<file path="src/rtl/core/qerm_pkg.sv">
package qerm_pkg;

    // Input item kinds.
    localparam logic [1:0] KIND_EDGE = 2'd0;
    localparam logic [1:0] KIND_TIME = 2'd1;
    localparam logic [1:0] KIND_ZERO = 2'd2;

    // Configuration register indexes.
    localparam int unsigned CFG_IDX_W = 1;
    localparam logic [CFG_IDX_W-1:0] CFG_PERIOD = 1'd0;
    localparam logic [CFG_IDX_W-1:0] CFG_PPR    = 1'd1;

    // Configuration reset values.
    localparam logic [15:0] PERIOD_RESET = 16'd500;
    localparam logic [15:0] PPR_RESET    = 16'd960;

    // Edges per minute scale factor, milliseconds per minute.
    localparam logic [15:0] RPM_FACTOR = 16'd60000;

    // Elapsed time counter and its ceiling.
    localparam int unsigned ELAPSED_W = 17;
    localparam logic [ELAPSED_W-1:0] ELAPSED_MAX = 17'h1FFFF;

    // Divisor is pulses per revolution times elapsed milliseconds.
    localparam int unsigned DEN_W = 33;

    // The quotient is developed one bit per cycle, 32 bits in all.
    localparam int unsigned DIV_STEPS = 32;
    localparam int unsigned STEP_W    = 6;

    // Saturation limits of the speed result.
    localparam logic [31:0] RPM_POS_LIM = 32'h7FFF_FFFF;
    localparam logic [31:0] RPM_NEG_LIM = 32'h8000_0000;

    // Commands from the controller to the datapath.
    typedef struct packed {
        logic load;      // capture the accepted input item
        logic exec;      // apply the item to the counters
        logic absv;      // take sign and magnitude of the delta
        logic mul;       // one 16-bit partial product of the scaling
        logic chk;       // divisor and overflow check, remainder setup
        logic div;       // one quotient bit
        logic sat;       // clamp and apply sign
        logic out_load;  // load the output register
    } t_dp_cmd;

    // Status from the datapath to the controller.
    typedef struct packed {
        logic meas;      // current time advance item completes a measurement
        logic skip_div;  // divisor zero or quotient certain to saturate
    } t_dp_sts;

endpackage

</file>
<file path="src/rtl/core/quadrature_encoder_rpm_meter_top.sv">
// Quadrature encoder position counter and speed meter.
// Input channel (i_valid/o_ready) carries one item per transfer: a phase A
// rising edge with the phase B level, a time advance of i_tick_ms
// milliseconds, or a command that zeroes the position and speed state.
// Every item yields exactly one result on the output channel (o_valid/i_ready)
// with the position, the last period's delta, the speed in rpm and a flag
// that marks a completed measurement.
// With C the count width in 16-bit chunks, rounded up (2 by default), an item
// that takes no measurement passes through the exec and output states only; a
// measurement adds the sign and magnitude step, the scaling (one partial
// product per cycle, C in all), the divisor check, a restoring divide and the
// clamp, while a zero divisor or a certain overflow skips the divide and clamp.
// Items are processed one at a time; o_ready rises at the edge that loads the
// result.
// The output register holds one result; while the receiver stalls the next
// item may be accepted and worked on, but it waits before loading its result.
// Synchronous reset clears all counters, loads the period with 500 ms and
// the pulses per revolution with 960, and empties the output register.
// Configuration writes take effect at once and are meant for idle periods.
module quadrature_encoder_rpm_meter_top
    import qerm_pkg::*;
#(
    parameter int unsigned COUNT_WIDTH = 32
) (
    input  logic                 i_clk,
    input  logic                 i_rst_n,
    input  logic                 i_cfg_we,
    input  logic [CFG_IDX_W-1:0] i_cfg_idx,
    input  logic [15:0]          i_cfg_wdata,
    input  logic                 i_valid,
    output logic                 o_ready,
    input  logic [1:0]           i_kind,
    input  logic                 i_phase_b,
    input  logic [7:0]           i_tick_ms,
    output logic                 o_valid,
    input  logic                 i_ready,
    output logic signed [31:0]   o_position_count,
    output logic signed [31:0]   o_last_delta,
    output logic signed [31:0]   o_speed_rpm,
    output logic                 o_sample_done
);

    t_dp_cmd w_cmd;
    t_dp_sts w_sts;

    // Sequencer.
    qerm_ctrl #(
        .COUNT_WIDTH(COUNT_WIDTH)
    ) u_ctrl (
        .i_clk   (i_clk),
        .i_rst_n (i_rst_n),
        .i_valid (i_valid),
        .o_ready (o_ready),
        .o_valid (o_valid),
        .i_ready (i_ready),
        .i_sts   (w_sts),
        .o_cmd   (w_cmd)
    );

    // Counters, scaling multiply, divider and output register.
    qerm_dp #(
        .COUNT_WIDTH(COUNT_WIDTH)
    ) u_dp (
        .i_clk            (i_clk),
        .i_rst_n          (i_rst_n),
        .i_cfg_we         (i_cfg_we),
        .i_cfg_idx        (i_cfg_idx),
        .i_cfg_wdata      (i_cfg_wdata),
        .i_kind           (i_kind),
        .i_phase_b        (i_phase_b),
        .i_tick_ms        (i_tick_ms),
        .i_cmd            (w_cmd),
        .o_sts            (w_sts),
        .o_position_count (o_position_count),
        .o_last_delta     (o_last_delta),
        .o_speed_rpm      (o_speed_rpm),
        .o_sample_done    (o_sample_done)
    );

    // An accepted item keeps the block busy for at least the next cycle.
    a_busy_after_accept: assert property (
        @(posedge i_clk) disable iff (!i_rst_n)
        (i_valid && o_ready) |=> !o_ready
    ) else $error("input accepted while an item was still in progress");

    // Loading a result makes it visible and frees the input side.
    a_load_shows_result: assert property (
        @(posedge i_clk) disable iff (!i_rst_n)
        w_cmd.out_load |=> (o_valid && o_ready)
    ) else $error("result load did not present a result and return to idle");

    // A new result appears only through a load of the output register.
    a_valid_from_load: assert property (
        @(posedge i_clk) disable iff (!i_rst_n)
        $rose(o_valid) |-> $past(w_cmd.out_load)
    ) else $error("output valid rose without a result load");

endmodule

</file>
<file path="src/rtl/core/qerm_dp.sv">
module qerm_dp
    import qerm_pkg::*;
#(
    parameter int unsigned COUNT_WIDTH = 32
) (
    input  logic                        i_clk,
    input  logic                        i_rst_n,
    input  logic                        i_cfg_we,
    input  logic [CFG_IDX_W-1:0]        i_cfg_idx,
    input  logic [15:0]                 i_cfg_wdata,
    input  logic [1:0]                  i_kind,
    input  logic                        i_phase_b,
    input  logic [7:0]                  i_tick_ms,
    input  t_dp_cmd                     i_cmd,
    output t_dp_sts                     o_sts,
    output logic signed [31:0]          o_position_count,
    output logic signed [31:0]          o_last_delta,
    output logic signed [31:0]          o_speed_rpm,
    output logic                        o_sample_done
);

    localparam int unsigned CW     = COUNT_WIDTH;
    // Magnitude padded to whole 16-bit chunks for the serial multiply.
    localparam int unsigned MAG_W  = ((CW + 15) / 16) * 16;
    // Product needs MAG_W+16 bits; the extra padding keeps the part above
    // the 32 quotient bits at least as wide as the divisor.
    localparam int unsigned PROD_W = MAG_W + 49;
    localparam int unsigned HI_W   = PROD_W - 32;

    // Configuration registers.
    logic [15:0]          r_period;
    logic [15:0]          r_ppr;

    // Captured input item.
    logic [1:0]           r_kind;
    logic                 r_phase_b;
    logic [7:0]           r_tick;

    // Measurement state.
    logic [CW-1:0]        r_pos;
    logic [CW-1:0]        r_prev;
    logic [CW-1:0]        r_delta;
    logic [31:0]          r_speed;
    logic [ELAPSED_W-1:0] r_elapsed;
    logic                 r_done;

    // Arithmetic working registers.
    logic [DEN_W-1:0]     r_den;
    logic                 r_neg;
    logic [MAG_W-1:0]     r_mag;
    logic [PROD_W-1:0]    r_prod;
    logic [DEN_W-1:0]     r_rem;
    logic [31:0]          r_quo;

    // Output register.
    logic [31:0]          r_out_pos;
    logic [31:0]          r_out_delta;
    logic [31:0]          r_out_speed;
    logic                 r_out_done;

    logic [ELAPSED_W:0]   w_esum;
    logic [ELAPSED_W-1:0] w_esat;
    logic                 w_meas;
    logic [CW-1:0]        w_abs;
    logic [31:0]          w_part;
    logic [HI_W-1:0]      w_hi;
    logic                 w_den_zero;
    logic                 w_ovf;
    logic [DEN_W:0]       w_trial;
    logic [31:0]          w_lim;
    logic [31:0]          w_qsat;
    logic [31:0]          w_pos32;
    logic [31:0]          w_delta32;

    // Elapsed time after a time advance, held at its ceiling.
    assign w_esum = {1'b0, r_elapsed} + {{(ELAPSED_W - 7){1'b0}}, r_tick};
    assign w_esat = w_esum[ELAPSED_W] ? ELAPSED_MAX : w_esum[ELAPSED_W-1:0];
    assign w_meas = (r_kind == KIND_TIME) && (w_esat >= {1'b0, r_period});

    // Magnitude of the signed delta; the most negative value maps correctly
    // because the magnitude is read unsigned.
    assign w_abs = r_delta[CW-1] ? (~r_delta + CW'(1)) : r_delta;

    // One partial product of the magnitude and the scale factor.
    assign w_part = {16'b0, r_mag[MAG_W-1 -: 16]} * {16'b0, RPM_FACTOR};

    // A quotient of 2^32 or more always saturates.
    assign w_hi       = r_prod[PROD_W-1:32];
    assign w_den_zero = (r_den == '0);
    assign w_ovf      = (w_hi >= HI_W'(r_den));

    // Restoring division trial subtract.
    assign w_trial = {r_rem, r_quo[31]} - {1'b0, r_den};

    // Clamp against the limit of the result sign.
    assign w_lim  = r_neg ? RPM_NEG_LIM : RPM_POS_LIM;
    assign w_qsat = (r_quo > w_lim) ? w_lim : r_quo;

    assign o_sts.meas     = w_meas;
    assign o_sts.skip_div = w_den_zero || w_ovf;

    // Low 32 bits of the sign-extended counters.
    generate
        if (CW >= 32) begin : g_wide
            assign w_pos32   = r_pos[31:0];
            assign w_delta32 = r_delta[31:0];
        end else begin : g_narrow
            assign w_pos32   = {{(32 - CW){r_pos[CW-1]}}, r_pos};
            assign w_delta32 = {{(32 - CW){r_delta[CW-1]}}, r_delta};
        end
    endgenerate

    // Configuration writes.
    always_ff @(posedge i_clk) begin
        if (!i_rst_n) begin
            r_period <= PERIOD_RESET;
            r_ppr    <= PPR_RESET;
        end else if (i_cfg_we) begin
            if (i_cfg_idx == CFG_PERIOD) begin
                r_period <= i_cfg_wdata;
            end else if (i_cfg_idx == CFG_PPR) begin
                r_ppr <= i_cfg_wdata;
            end
        end
    end

    // Input item capture.
    always_ff @(posedge i_clk) begin
        if (i_cmd.load) begin
            r_kind    <= i_kind;
            r_phase_b <= i_phase_b;
            r_tick    <= i_tick_ms;
        end
    end

    // Counters and measurement state.
    always_ff @(posedge i_clk) begin
        if (!i_rst_n) begin
            r_pos     <= '0;
            r_prev    <= '0;
            r_delta   <= '0;
            r_speed   <= '0;
            r_elapsed <= '0;
            r_done    <= 1'b0;
        end else if (i_cmd.exec) begin
            r_done <= w_meas;
            unique case (r_kind)
                KIND_EDGE: begin
                    r_pos <= r_phase_b ? (r_pos - CW'(1)) : (r_pos + CW'(1));
                end
                KIND_TIME: begin
                    if (w_meas) begin
                        r_delta   <= r_pos - r_prev;
                        r_prev    <= r_pos;
                        r_elapsed <= '0;
                    end else begin
                        r_elapsed <= w_esat;
                    end
                end
                KIND_ZERO: begin
                    r_pos   <= '0;
                    r_prev  <= '0;
                    r_delta <= '0;
                    r_speed <= '0;
                end
                default: begin
                end
            endcase
        end else if (i_cmd.chk) begin
            if (w_den_zero) begin
                r_speed <= '0;
            end else if (w_ovf) begin
                r_speed <= w_lim;
            end
        end else if (i_cmd.sat) begin
            r_speed <= r_neg ? (~w_qsat + 32'd1) : w_qsat;
        end
    end

    // Divisor, taken with the elapsed time that triggered the measurement.
    always_ff @(posedge i_clk) begin
        if (i_cmd.exec) begin
            r_den <= {17'b0, r_ppr} * {16'b0, w_esat};
        end
    end

    // Sign, magnitude and serial multiply, most significant chunk first.
    always_ff @(posedge i_clk) begin
        if (i_cmd.absv) begin
            r_neg  <= r_delta[CW-1];
            r_mag  <= MAG_W'(w_abs);
            r_prod <= '0;
        end else if (i_cmd.mul) begin
            r_mag  <= r_mag << 16;
            r_prod <= (r_prod << 16) + PROD_W'(w_part);
        end
    end

    // Long division of the scaled magnitude, one quotient bit per cycle.
    always_ff @(posedge i_clk) begin
        if (i_cmd.chk) begin
            r_rem <= r_prod[32 +: DEN_W];
            r_quo <= r_prod[31:0];
        end else if (i_cmd.div) begin
            if (!w_trial[DEN_W]) begin
                r_rem <= w_trial[DEN_W-1:0];
            end else begin
                r_rem <= {r_rem[DEN_W-2:0], r_quo[31]};
            end
            r_quo <= {r_quo[30:0], ~w_trial[DEN_W]};
        end
    end

    // Output register.
    always_ff @(posedge i_clk) begin
        if (i_cmd.out_load) begin
            r_out_pos   <= w_pos32;
            r_out_delta <= w_delta32;
            r_out_speed <= r_speed;
            r_out_done  <= r_done;
        end
    end

    assign o_position_count = r_out_pos;
    assign o_last_delta     = r_out_delta;
    assign o_speed_rpm      = r_out_speed;
    assign o_sample_done    = r_out_done;

endmodule

</file>
<file path="src/rtl/core/qerm_ctrl.sv">
module qerm_ctrl
    import qerm_pkg::*;
#(
    parameter int unsigned COUNT_WIDTH = 32
) (
    input  logic    i_clk,
    input  logic    i_rst_n,
    input  logic    i_valid,
    output logic    o_ready,
    output logic    o_valid,
    input  logic    i_ready,
    input  t_dp_sts i_sts,
    output t_dp_cmd o_cmd
);

    // Number of 16-bit chunks of the delta magnitude.
    localparam int unsigned MUL_STEPS = (COUNT_WIDTH + 15) / 16;

    localparam logic [2:0] ST_IDLE = 3'd0;
    localparam logic [2:0] ST_EXEC = 3'd1;
    localparam logic [2:0] ST_ABS  = 3'd2;
    localparam logic [2:0] ST_MUL  = 3'd3;
    localparam logic [2:0] ST_CHK  = 3'd4;
    localparam logic [2:0] ST_DIV  = 3'd5;
    localparam logic [2:0] ST_SAT  = 3'd6;
    localparam logic [2:0] ST_OUT  = 3'd7;

    logic [2:0]        r_state;
    logic [2:0]        n_state;
    logic [STEP_W-1:0] r_step;
    logic [STEP_W-1:0] n_step;
    logic              r_out_valid;
    logic              n_out_valid;
    logic              w_slot_free;

    assign w_slot_free = !r_out_valid || i_ready;

    // Sequencing of one item through the datapath.
    always_comb begin
        n_state = r_state;
        n_step  = r_step;
        o_cmd   = '0;
        unique case (r_state)
            ST_IDLE: begin
                if (i_valid) begin
                    o_cmd.load = 1'b1;
                    n_state    = ST_EXEC;
                end
            end
            ST_EXEC: begin
                o_cmd.exec = 1'b1;
                n_state    = i_sts.meas ? ST_ABS : ST_OUT;
            end
            ST_ABS: begin
                o_cmd.absv = 1'b1;
                n_step     = '0;
                n_state    = ST_MUL;
            end
            ST_MUL: begin
                o_cmd.mul = 1'b1;
                if (r_step == STEP_W'(MUL_STEPS - 1)) begin
                    n_step  = '0;
                    n_state = ST_CHK;
                end else begin
                    n_step = r_step + STEP_W'(1);
                end
            end
            ST_CHK: begin
                o_cmd.chk = 1'b1;
                n_step    = '0;
                n_state   = i_sts.skip_div ? ST_OUT : ST_DIV;
            end
            ST_DIV: begin
                o_cmd.div = 1'b1;
                if (r_step == STEP_W'(DIV_STEPS - 1)) begin
                    n_step  = '0;
                    n_state = ST_SAT;
                end else begin
                    n_step = r_step + STEP_W'(1);
                end
            end
            ST_SAT: begin
                o_cmd.sat = 1'b1;
                n_state   = ST_OUT;
            end
            ST_OUT: begin
                if (w_slot_free) begin
                    o_cmd.out_load = 1'b1;
                    n_state        = ST_IDLE;
                end
            end
            default: begin
                n_state = ST_IDLE;
            end
        endcase
    end

    // Output register occupancy.
    always_comb begin
        n_out_valid = r_out_valid;
        if (o_cmd.out_load) begin
            n_out_valid = 1'b1;
        end else if (i_ready) begin
            n_out_valid = 1'b0;
        end
    end

    always_ff @(posedge i_clk) begin
        if (!i_rst_n) begin
            r_state     <= ST_IDLE;
            r_step      <= '0;
            r_out_valid <= 1'b0;
        end else begin
            r_state     <= n_state;
            r_step      <= n_step;
            r_out_valid <= n_out_valid;
        end
    end

    assign o_ready = (r_state == ST_IDLE);
    assign o_valid = r_out_valid;

endmodule

</file>
<file path="config.mk">
export PLATFORM = sky130hd
export DESIGN_NAME = quadrature_encoder_rpm_meter_top
export DESIGN_NICKNAME = d
export VERILOG_FILES = /design/src/rtl/core/qerm_pkg.sv /design/src/rtl/core/quadrature_encoder_rpm_meter_top.sv /design/src/rtl/core/qerm_dp.sv /design/src/rtl/core/qerm_ctrl.sv
export SDC_FILE = /design/constraint.sdc
export NUM_CORES = 2
export LEC_CHECK = 0
export ABC_AREA = 0
export BUFFER_PORTS_ARGS = -buffer_cell sky130_fd_sc_hd__buf_2
export CAP_MARGIN = 20
export CORE_ASPECT_RATIO = 1.2
export CORE_UTILIZATION = 50
export CTS_BUF_LIST = sky130_fd_sc_hd__clkbuf_8
export DETAILED_ROUTE_END_ITERATION = 6
export MAX_ROUTING_LAYER = met4
export PLACE_DENSITY = 0.66
export SLEW_MARGIN = 20
export SYNTH_ARGS = -nofsm -noshare
export SYNTH_HDL_FRONTEND = slang
export SYNTH_HIERARCHICAL = 1
export SYNTH_SLANG_ARGS = --single-unit
</file>
<file path="constraint.sdc">
create_clock -name i_clk -period 19.59 [get_ports i_clk]
set_clock_uncertainty 0.05 [all_clocks]
set_input_delay 3.918 -clock i_clk [delete_from_list [all_inputs] [get_ports i_clk]]
set_output_delay 3.918 -clock i_clk [all_outputs]
set_load 0.03 [all_outputs]
</file>
## Yosys cells after proc, flatten, opt, wreduce, memory -nomap -nowiden

Cells that the tools add are included.

- Memories: 0
- RAM bits: 0
- Output and inout bits: 99
- ROM bits: 0
- Logic and storage cells: 129
- Latch bits: 0
- Flip-flop bits (word level): 508

- Shift-type cells: 0
- Bitwise gates (word level): 4
- Equal/unequal tests: 18
- Divide/modulo/power cells: 0
- Reduce and logical (&&, ||, !) cells: 22
- Add/sub/neg operators: 9
- Mux-type cells: 47
- Multiply operators: 2
- Order comparisons: 3

Operators by type and width:

| kind | count |
|---|---|
| 32-bit 2-to-1 mux | 17 |
| 32-bit one-hot mux with 2 select lines | 3 |
| 33-bit 2-to-1 mux | 3 |
| 32-bit by 1-bit adder with 32-bit output (second input constant) | 3 |
| 81-bit by 32-bit adder with 81-bit output | 1 |
| 32-bit NOT | 2 |
| 49-bit by 33-bit greater-or-equal comparator with 1-bit output | 1 |
| 17-bit 2-to-1 mux | 2 |
| 34-bit by 33-bit subtractor with 34-bit output | 1 |
| 33-bit logical NOT | 1 |
| 16-bit by 17-bit multiplier with 33-bit output | 1 |
| 32-bit greater-than comparator | 1 |
| 32-bit by 1-bit subtractor with 32-bit output (second input constant) | 1 |
| 32-bit subtractor | 1 |
| 16-bit by 11-bit multiplier with 27-bit output (second input constant) | 1 |
| 3-bit one-hot mux with 8 select lines | 1 |
| 17-bit by 8-bit adder with 18-bit output | 1 |
| 6-bit one-hot mux with 3 select lines | 1 |
| 17-bit by 16-bit greater-or-equal comparator with 1-bit output | 1 |
| 3-bit 2-to-1 mux | 5 |
| 3-bit equality test (second input constant) | 4 |
| 1-bit 2-to-1 mux | 12 |
| 6-bit 2-to-1 mux | 2 |
| 2-bit by 1-bit inequality test with 1-bit output (second input constant) | 5 |
| 22 further kinds | 34 |

## Depth between registers and ports, before layout

- Depth in word-level cells: 9
- Gate-level depth with buffers: 35
- Depth with buffers taken out: 34

## Modules after synthesis

Netlist, hierarchy kept.

By module, submodules not included:

| module | cells an instance | times used | seq. area each (µm²) | area an instance (µm²) |
|---|---|---|---|---|
| qerm_dp | 4,190 | 1 | 12,261.8 | 39,783.2 |
| qerm_ctrl | 78 | 1 | 200.2 | 674.4 |

## Worst setup path after synthesis

OpenSTA, ideal clock, no wires.

- Path type: flip-flop to flip-flop
- Start: register u_dp.r_tick[1]
- End: register u_dp.r_den[31], data pin
- Period minus slack after synthesis: 8.066 ns
- Slack: 11.524 ns
- Buffers on the path: 1
- Library setup time: 0.258 ns
- Cell stages (with the launch flop): 33
- Arrival time: 7.759 ns
- Required time: 19.282 ns
- Cell sequence: edfxtp_1 ha_1 a21o_1 a21oi_2 nor2b_1 or4_4 a41oi_4 nor2_1 nand2_1 o21ai_1 clkbuf_1 and2_1 fa_1 inv_1 fa_1 fa_1 fa_1 inv_1 fa_1 inv_1 fa_1 inv_1 ha_1 a21o_1 a21o_1 a21oi_1 o211ai_1 o21ai_0 a31oi_1 a2111oi_0 o41ai_1 a21oi_1 xnor2_1

- Word-level cells in the longest chain between the ends: 3

RTL lines:

| element | RTL line | text |
|---|---|---|
| from (decl) | qerm_dp.sv:37 | `logic [7:0] r_tick;` |
| from (signal assigned) | qerm_dp.sv:132 | `r_tick <= i_tick_ms;` |
| 17-bit by 8-bit adder with 18-bit output | qerm_dp.sv:76 | `assign w_esum = {1'b0, r_elapsed} + {{(ELAPSED_W - 7){1'b0}}, r_tick};` |
| 17-bit 2-to-1 mux | qerm_dp.sv:77 | `assign w_esat = w_esum[ELAPSED_W] ? ELAPSED_MAX : w_esum[ELAPSED_W-1:0];` |
| 16-bit by 17-bit multiplier with 33-bit output | qerm_dp.sv:183 | `r_den <= {17'b0, r_ppr} * {16'b0, w_esat};` |
| to (signal assigned) | qerm_dp.sv:183 |  |
| to (decl) | qerm_dp.sv:48 | `logic [DEN_W-1:0] r_den;` |

Every way passes these cells.
A chain may end at the register's enable or synchronous reset.

## Worst setup path in the final report

Ends and elaborated chain as after synthesis.

==> flow_metrics.tcl <==
set metrics [dict create \
    status "complete, no violations" \
    vias 30520 \
    cts_sinks 503 \
    die_y_um 313.6 \
    detail-route-antenna-nets 0 \
    gp_congestion 0.8978 \
    finalHoldViolCount 0 \
    startpoint_type "flop" \
    r2r_start "u_dp/r_tick[1]" \
    drt_wl_total_um 96850 \
    slew_violations 0 \
    drt_iter0_markers 1639 \
    place_ws_ps 10370 \
    num_rows 113 \
    hpwl_um 72010 \
    cts_resized 0 \
    synth_seq_cells 503 \
    rsz0062_at_grt "false" \
    grtUsageMet1_pct 31.65 \
    vias_per_cell 5.600 \
    ys_async_sr_fraction_pct 0 \
    maxSlewHeadroom_pct 33.33 \
    fin_hold_ws_ps 378.2 \
    fin_crit_ps 9211 \
    critPathKind "flop to flop" \
    cpMostUsedCell "fa_1" \
    worstMarginPinSlew_ps 997.9 \
    grt_antenna_before_repair 2 \
    syn_area_per_cell_sq_um 9.479 \
    syn-num-nets 4957 \
    drtPass1Iterations 5 \
    dieWidth_um 261.7 \
    synth_edf_count 239 \
    r2r-end "u_dp/r_den[31]" \
    cp_max_fo 18 \
    tritoncts "done" \
    port-buffer-count 131 \
    cp_top_family "adder cells" \
    busiest_layer "met2" \
    holdBufCountCts 0 \
    numCtsBuffers 84 \
    grt_pass1_wl_um 157000 \
    ios 132 \
    synth_area_sq_um 40460 \
    finalCritPeriodShare_pct 47.02 \
    fmax_mhz 108.6 \
    whs_path_depth 0 \
    crit_slowest_cell "nand2_1" \
    gr-usage-met3_pct 2.951 \
    clockBufferDepth 3 \
    cp-end-kind "flop" \
    hold_start "u_dp/r_done" \
    n_fill_cell 7230 \
    yosys_warnings 6 \
    cts_setup_buffers 0 \
    min_to "u_dp/o_sample_done" \
    root_buffer "clkbuf_8" \
    finalNetCount 5032 \
    area_delta_synth_final_pct 8.099 \
    htreeDepth 3 \
    r2r_setup_slack_ps 10380 \
    arrival_ps 9600 \
    grtUsageTotal_pct 24.44 \
    initial_core_util_pct 50.83 \
    hp-class "flop to flop" \
    cp.required_ps 19980 \
    worst_slack_ps 10380 \
    placed_cells 5292 \
    synthCells 4268 \
    grt_pass1_vias 29980 \
    max_cap_viol_count 0 \
    rr_worst_depth 29 \
    clkLatencyLatePin_ps 710 \
    wire_per_inst_um 17.77 \
    drc_errors 0 \
    grt_max_degree 83 \
    synth.distinct_cells 97 \
    max_stage_delay_ps 590 \
    synth_seq_area_share_pct 30.80 \
    critPathBufInv 4 \
    met2_usage_pct 40.02 \
    synth_ff_type "dfxtp_1" \
    tns_ps 0 \
    overflow 0 \
    setup_violations 0 \
    drive_gt1_share_pct 9.587 \
    finalNonFillerCells 5449 \
    core-area_sq_um 79600 \
    die-area_sq_um 82060 \
    clkSlewWorstSetupHoldPaths_ps 70 \
]
logic make-up (layout without fill, tap and decap cells):
kind of cell / after synthesis / count (layout) / synth area share, %
adders and majority gates: 656 / 656 / 25.37
muxes: 82 / 82 / 2.171
buffers and inverters: 647 / 791 / 6.451
and+or+nand+nor: 1264 / 1264 / 15.10
xor gates and xnor gates: 229 / 229 / 4.957
AOI/OAI and AO/OA: 887 / 887 / 15.15
other: 0 / 2 / 0
DFF: 503 / 503 / 30.80
sequential cells by signal, indices dropped and copies added (netlist names):
signal                 flops
u_dp/r_mag                32
u_dp/r_period             16
u_ctrl/o_valid             1
u_dp/r_ppr                16
u_dp/r_pos                32
u_dp/o_speed_rpm          32
u_dp/r_den                33
u_ctrl/r_state             3
u_dp/r_prod               76
u_dp/r_rem                33
u_dp/o_sample_done         1
u_dp/r_tick                8
u_dp/r_phase_b             1
u_dp/r_prev               32
u_dp/r_delta              32
u_ctrl/r_step              6
u_dp/r_neg                 1
u_dp/r_quo                32
u_dp/o_position_count     32
u_dp/o_last_delta         32
u_dp/r_kind                2
u_dp/r_elapsed            17
u_dp/r_done                1
u_dp/r_speed              32
area by class of cell:
| cell class | count | area (sq um) | share of cell area [%] |
|---|---|---|---|
| multi-input combinational | 3118 | 25420 | 58.13 |
| antenna | 2 | 5.005 | 0.01144 |
| timing repair buffer | 169 | 940.9 | 2.151 |
| clock buffer | 93 | 1280 | 2.927 |
| inverter | 467 | 1755 | 4.014 |
| sequential | 503 | 12460 | 28.49 |
| tap | 1035 | 1295 | 2.961 |
| clock inverter | 62 | 573.1 | 1.310 |
worst register-to-register path, delay by kind of cell, from the launching register on:
family	cells	cell delay (ps)
adder cells (fa/ha/maj)	8	3650
AO/OA/AOI/OAI	10	2570
AND/OR/NAND/NOR	6	1960
flip-flops	1	400
buffers and inverters	4	220
XOR/XNOR	1	140
through the flow:
stage	utilization [%]	area [sq um]
5_1_grt	54.94	43730
3_5_place_dp	52.61	41880
4_1_cts	54.94	43730
3_3_place_gp	52.61	41880
6_report	54.94	43730
2_1_floorplan	-	40460
Yosys cell counts (32+ instances only):
cell type / n / area [sq um]
nand2_1: 415 / 1558
nand3_1: 73 / 365.4
a21oi_1: 249 / 1246
clkbuf_1: 139 / 521.8
a211oi_1: 60 / 450.4
or3_1: 46 / 287.8
dfxtp_1: 264 / 5285
nor3_1: 65 / 325.3
and2_1: 136 / 850.8
mux2_2: 32 / 360.4
mux2i_1: 48 / 480.5
inv_1: 464 / 1742
fa_1: 274 / 5485
nor2_1: 289 / 1085
xnor2_1: 162 / 1419
edfxtp_1: 239 / 7177
xor2_1: 67 / 586.8
nor2b_1: 47 / 294.0
a21o_1: 103 / 773.2
o21ai_0: 125 / 625.6
and3_1: 46 / 287.8
ha_1: 382 / 4780
worst max-delay path by stage:
stage,startpoint,endpoint,slack (ps),depth (start not counted)
final,u_dp/r_tick[1],u_dp/r_den[31],10380,29
after global routing,u_dp/r_tick[1],u_dp/r_den[31],9740,29
after global placement,u_dp/r_tick[1],u_dp/r_den[31],10480,29
after detailed placement,u_dp/r_tick[1],u_dp/r_den[31],10370,29
after CTS,u_dp/r_tick[1],u_dp/r_den[31],10330,29
after floorplan,u_dp/r_tick[1],u_dp/r_den[31],11520,32
cell usage in the layout, fill, tap and decap left out, types with 31 or more instances in the layout:
cell	instances
dfxtp_1	264
inv_1	486
mux2i_1	48
xor2_1	67
or3_1	46
nor2_1	288
ha_1	382
a21oi_1	249
edfxtp_1	239
and2_1	135
a21o_1	103
clkbuf_8	93
xnor2_1	162
a211oi_1	60
buf_2	131
o21a_1	31
nand2_1	415
nand3_1	73
nor3_1	64
nor2b_1	45
mux2_2	32
and3_1	46
buf_4	38
a22oi_1	31
o21ai_0	125
fa_1	274
per-layer routing:
| metal | up-vias | wire [um] | share of wire, % |
|---|---|---|---|
| met2 | 741 | 46350 | 48 |
| li1 | 14940 | - | - |
| met5 | - | 0 | 0 |
| met1 | 14680 | 43350 | 45 |
| met4 | 0 | 2375 | 2.5 |
| met3 | 157 | 4780 | 4.9 |
Power is left out: the tool's default activity adds up to more than one toggle a clock period on the data nets, which glitch-free logic cannot reach.
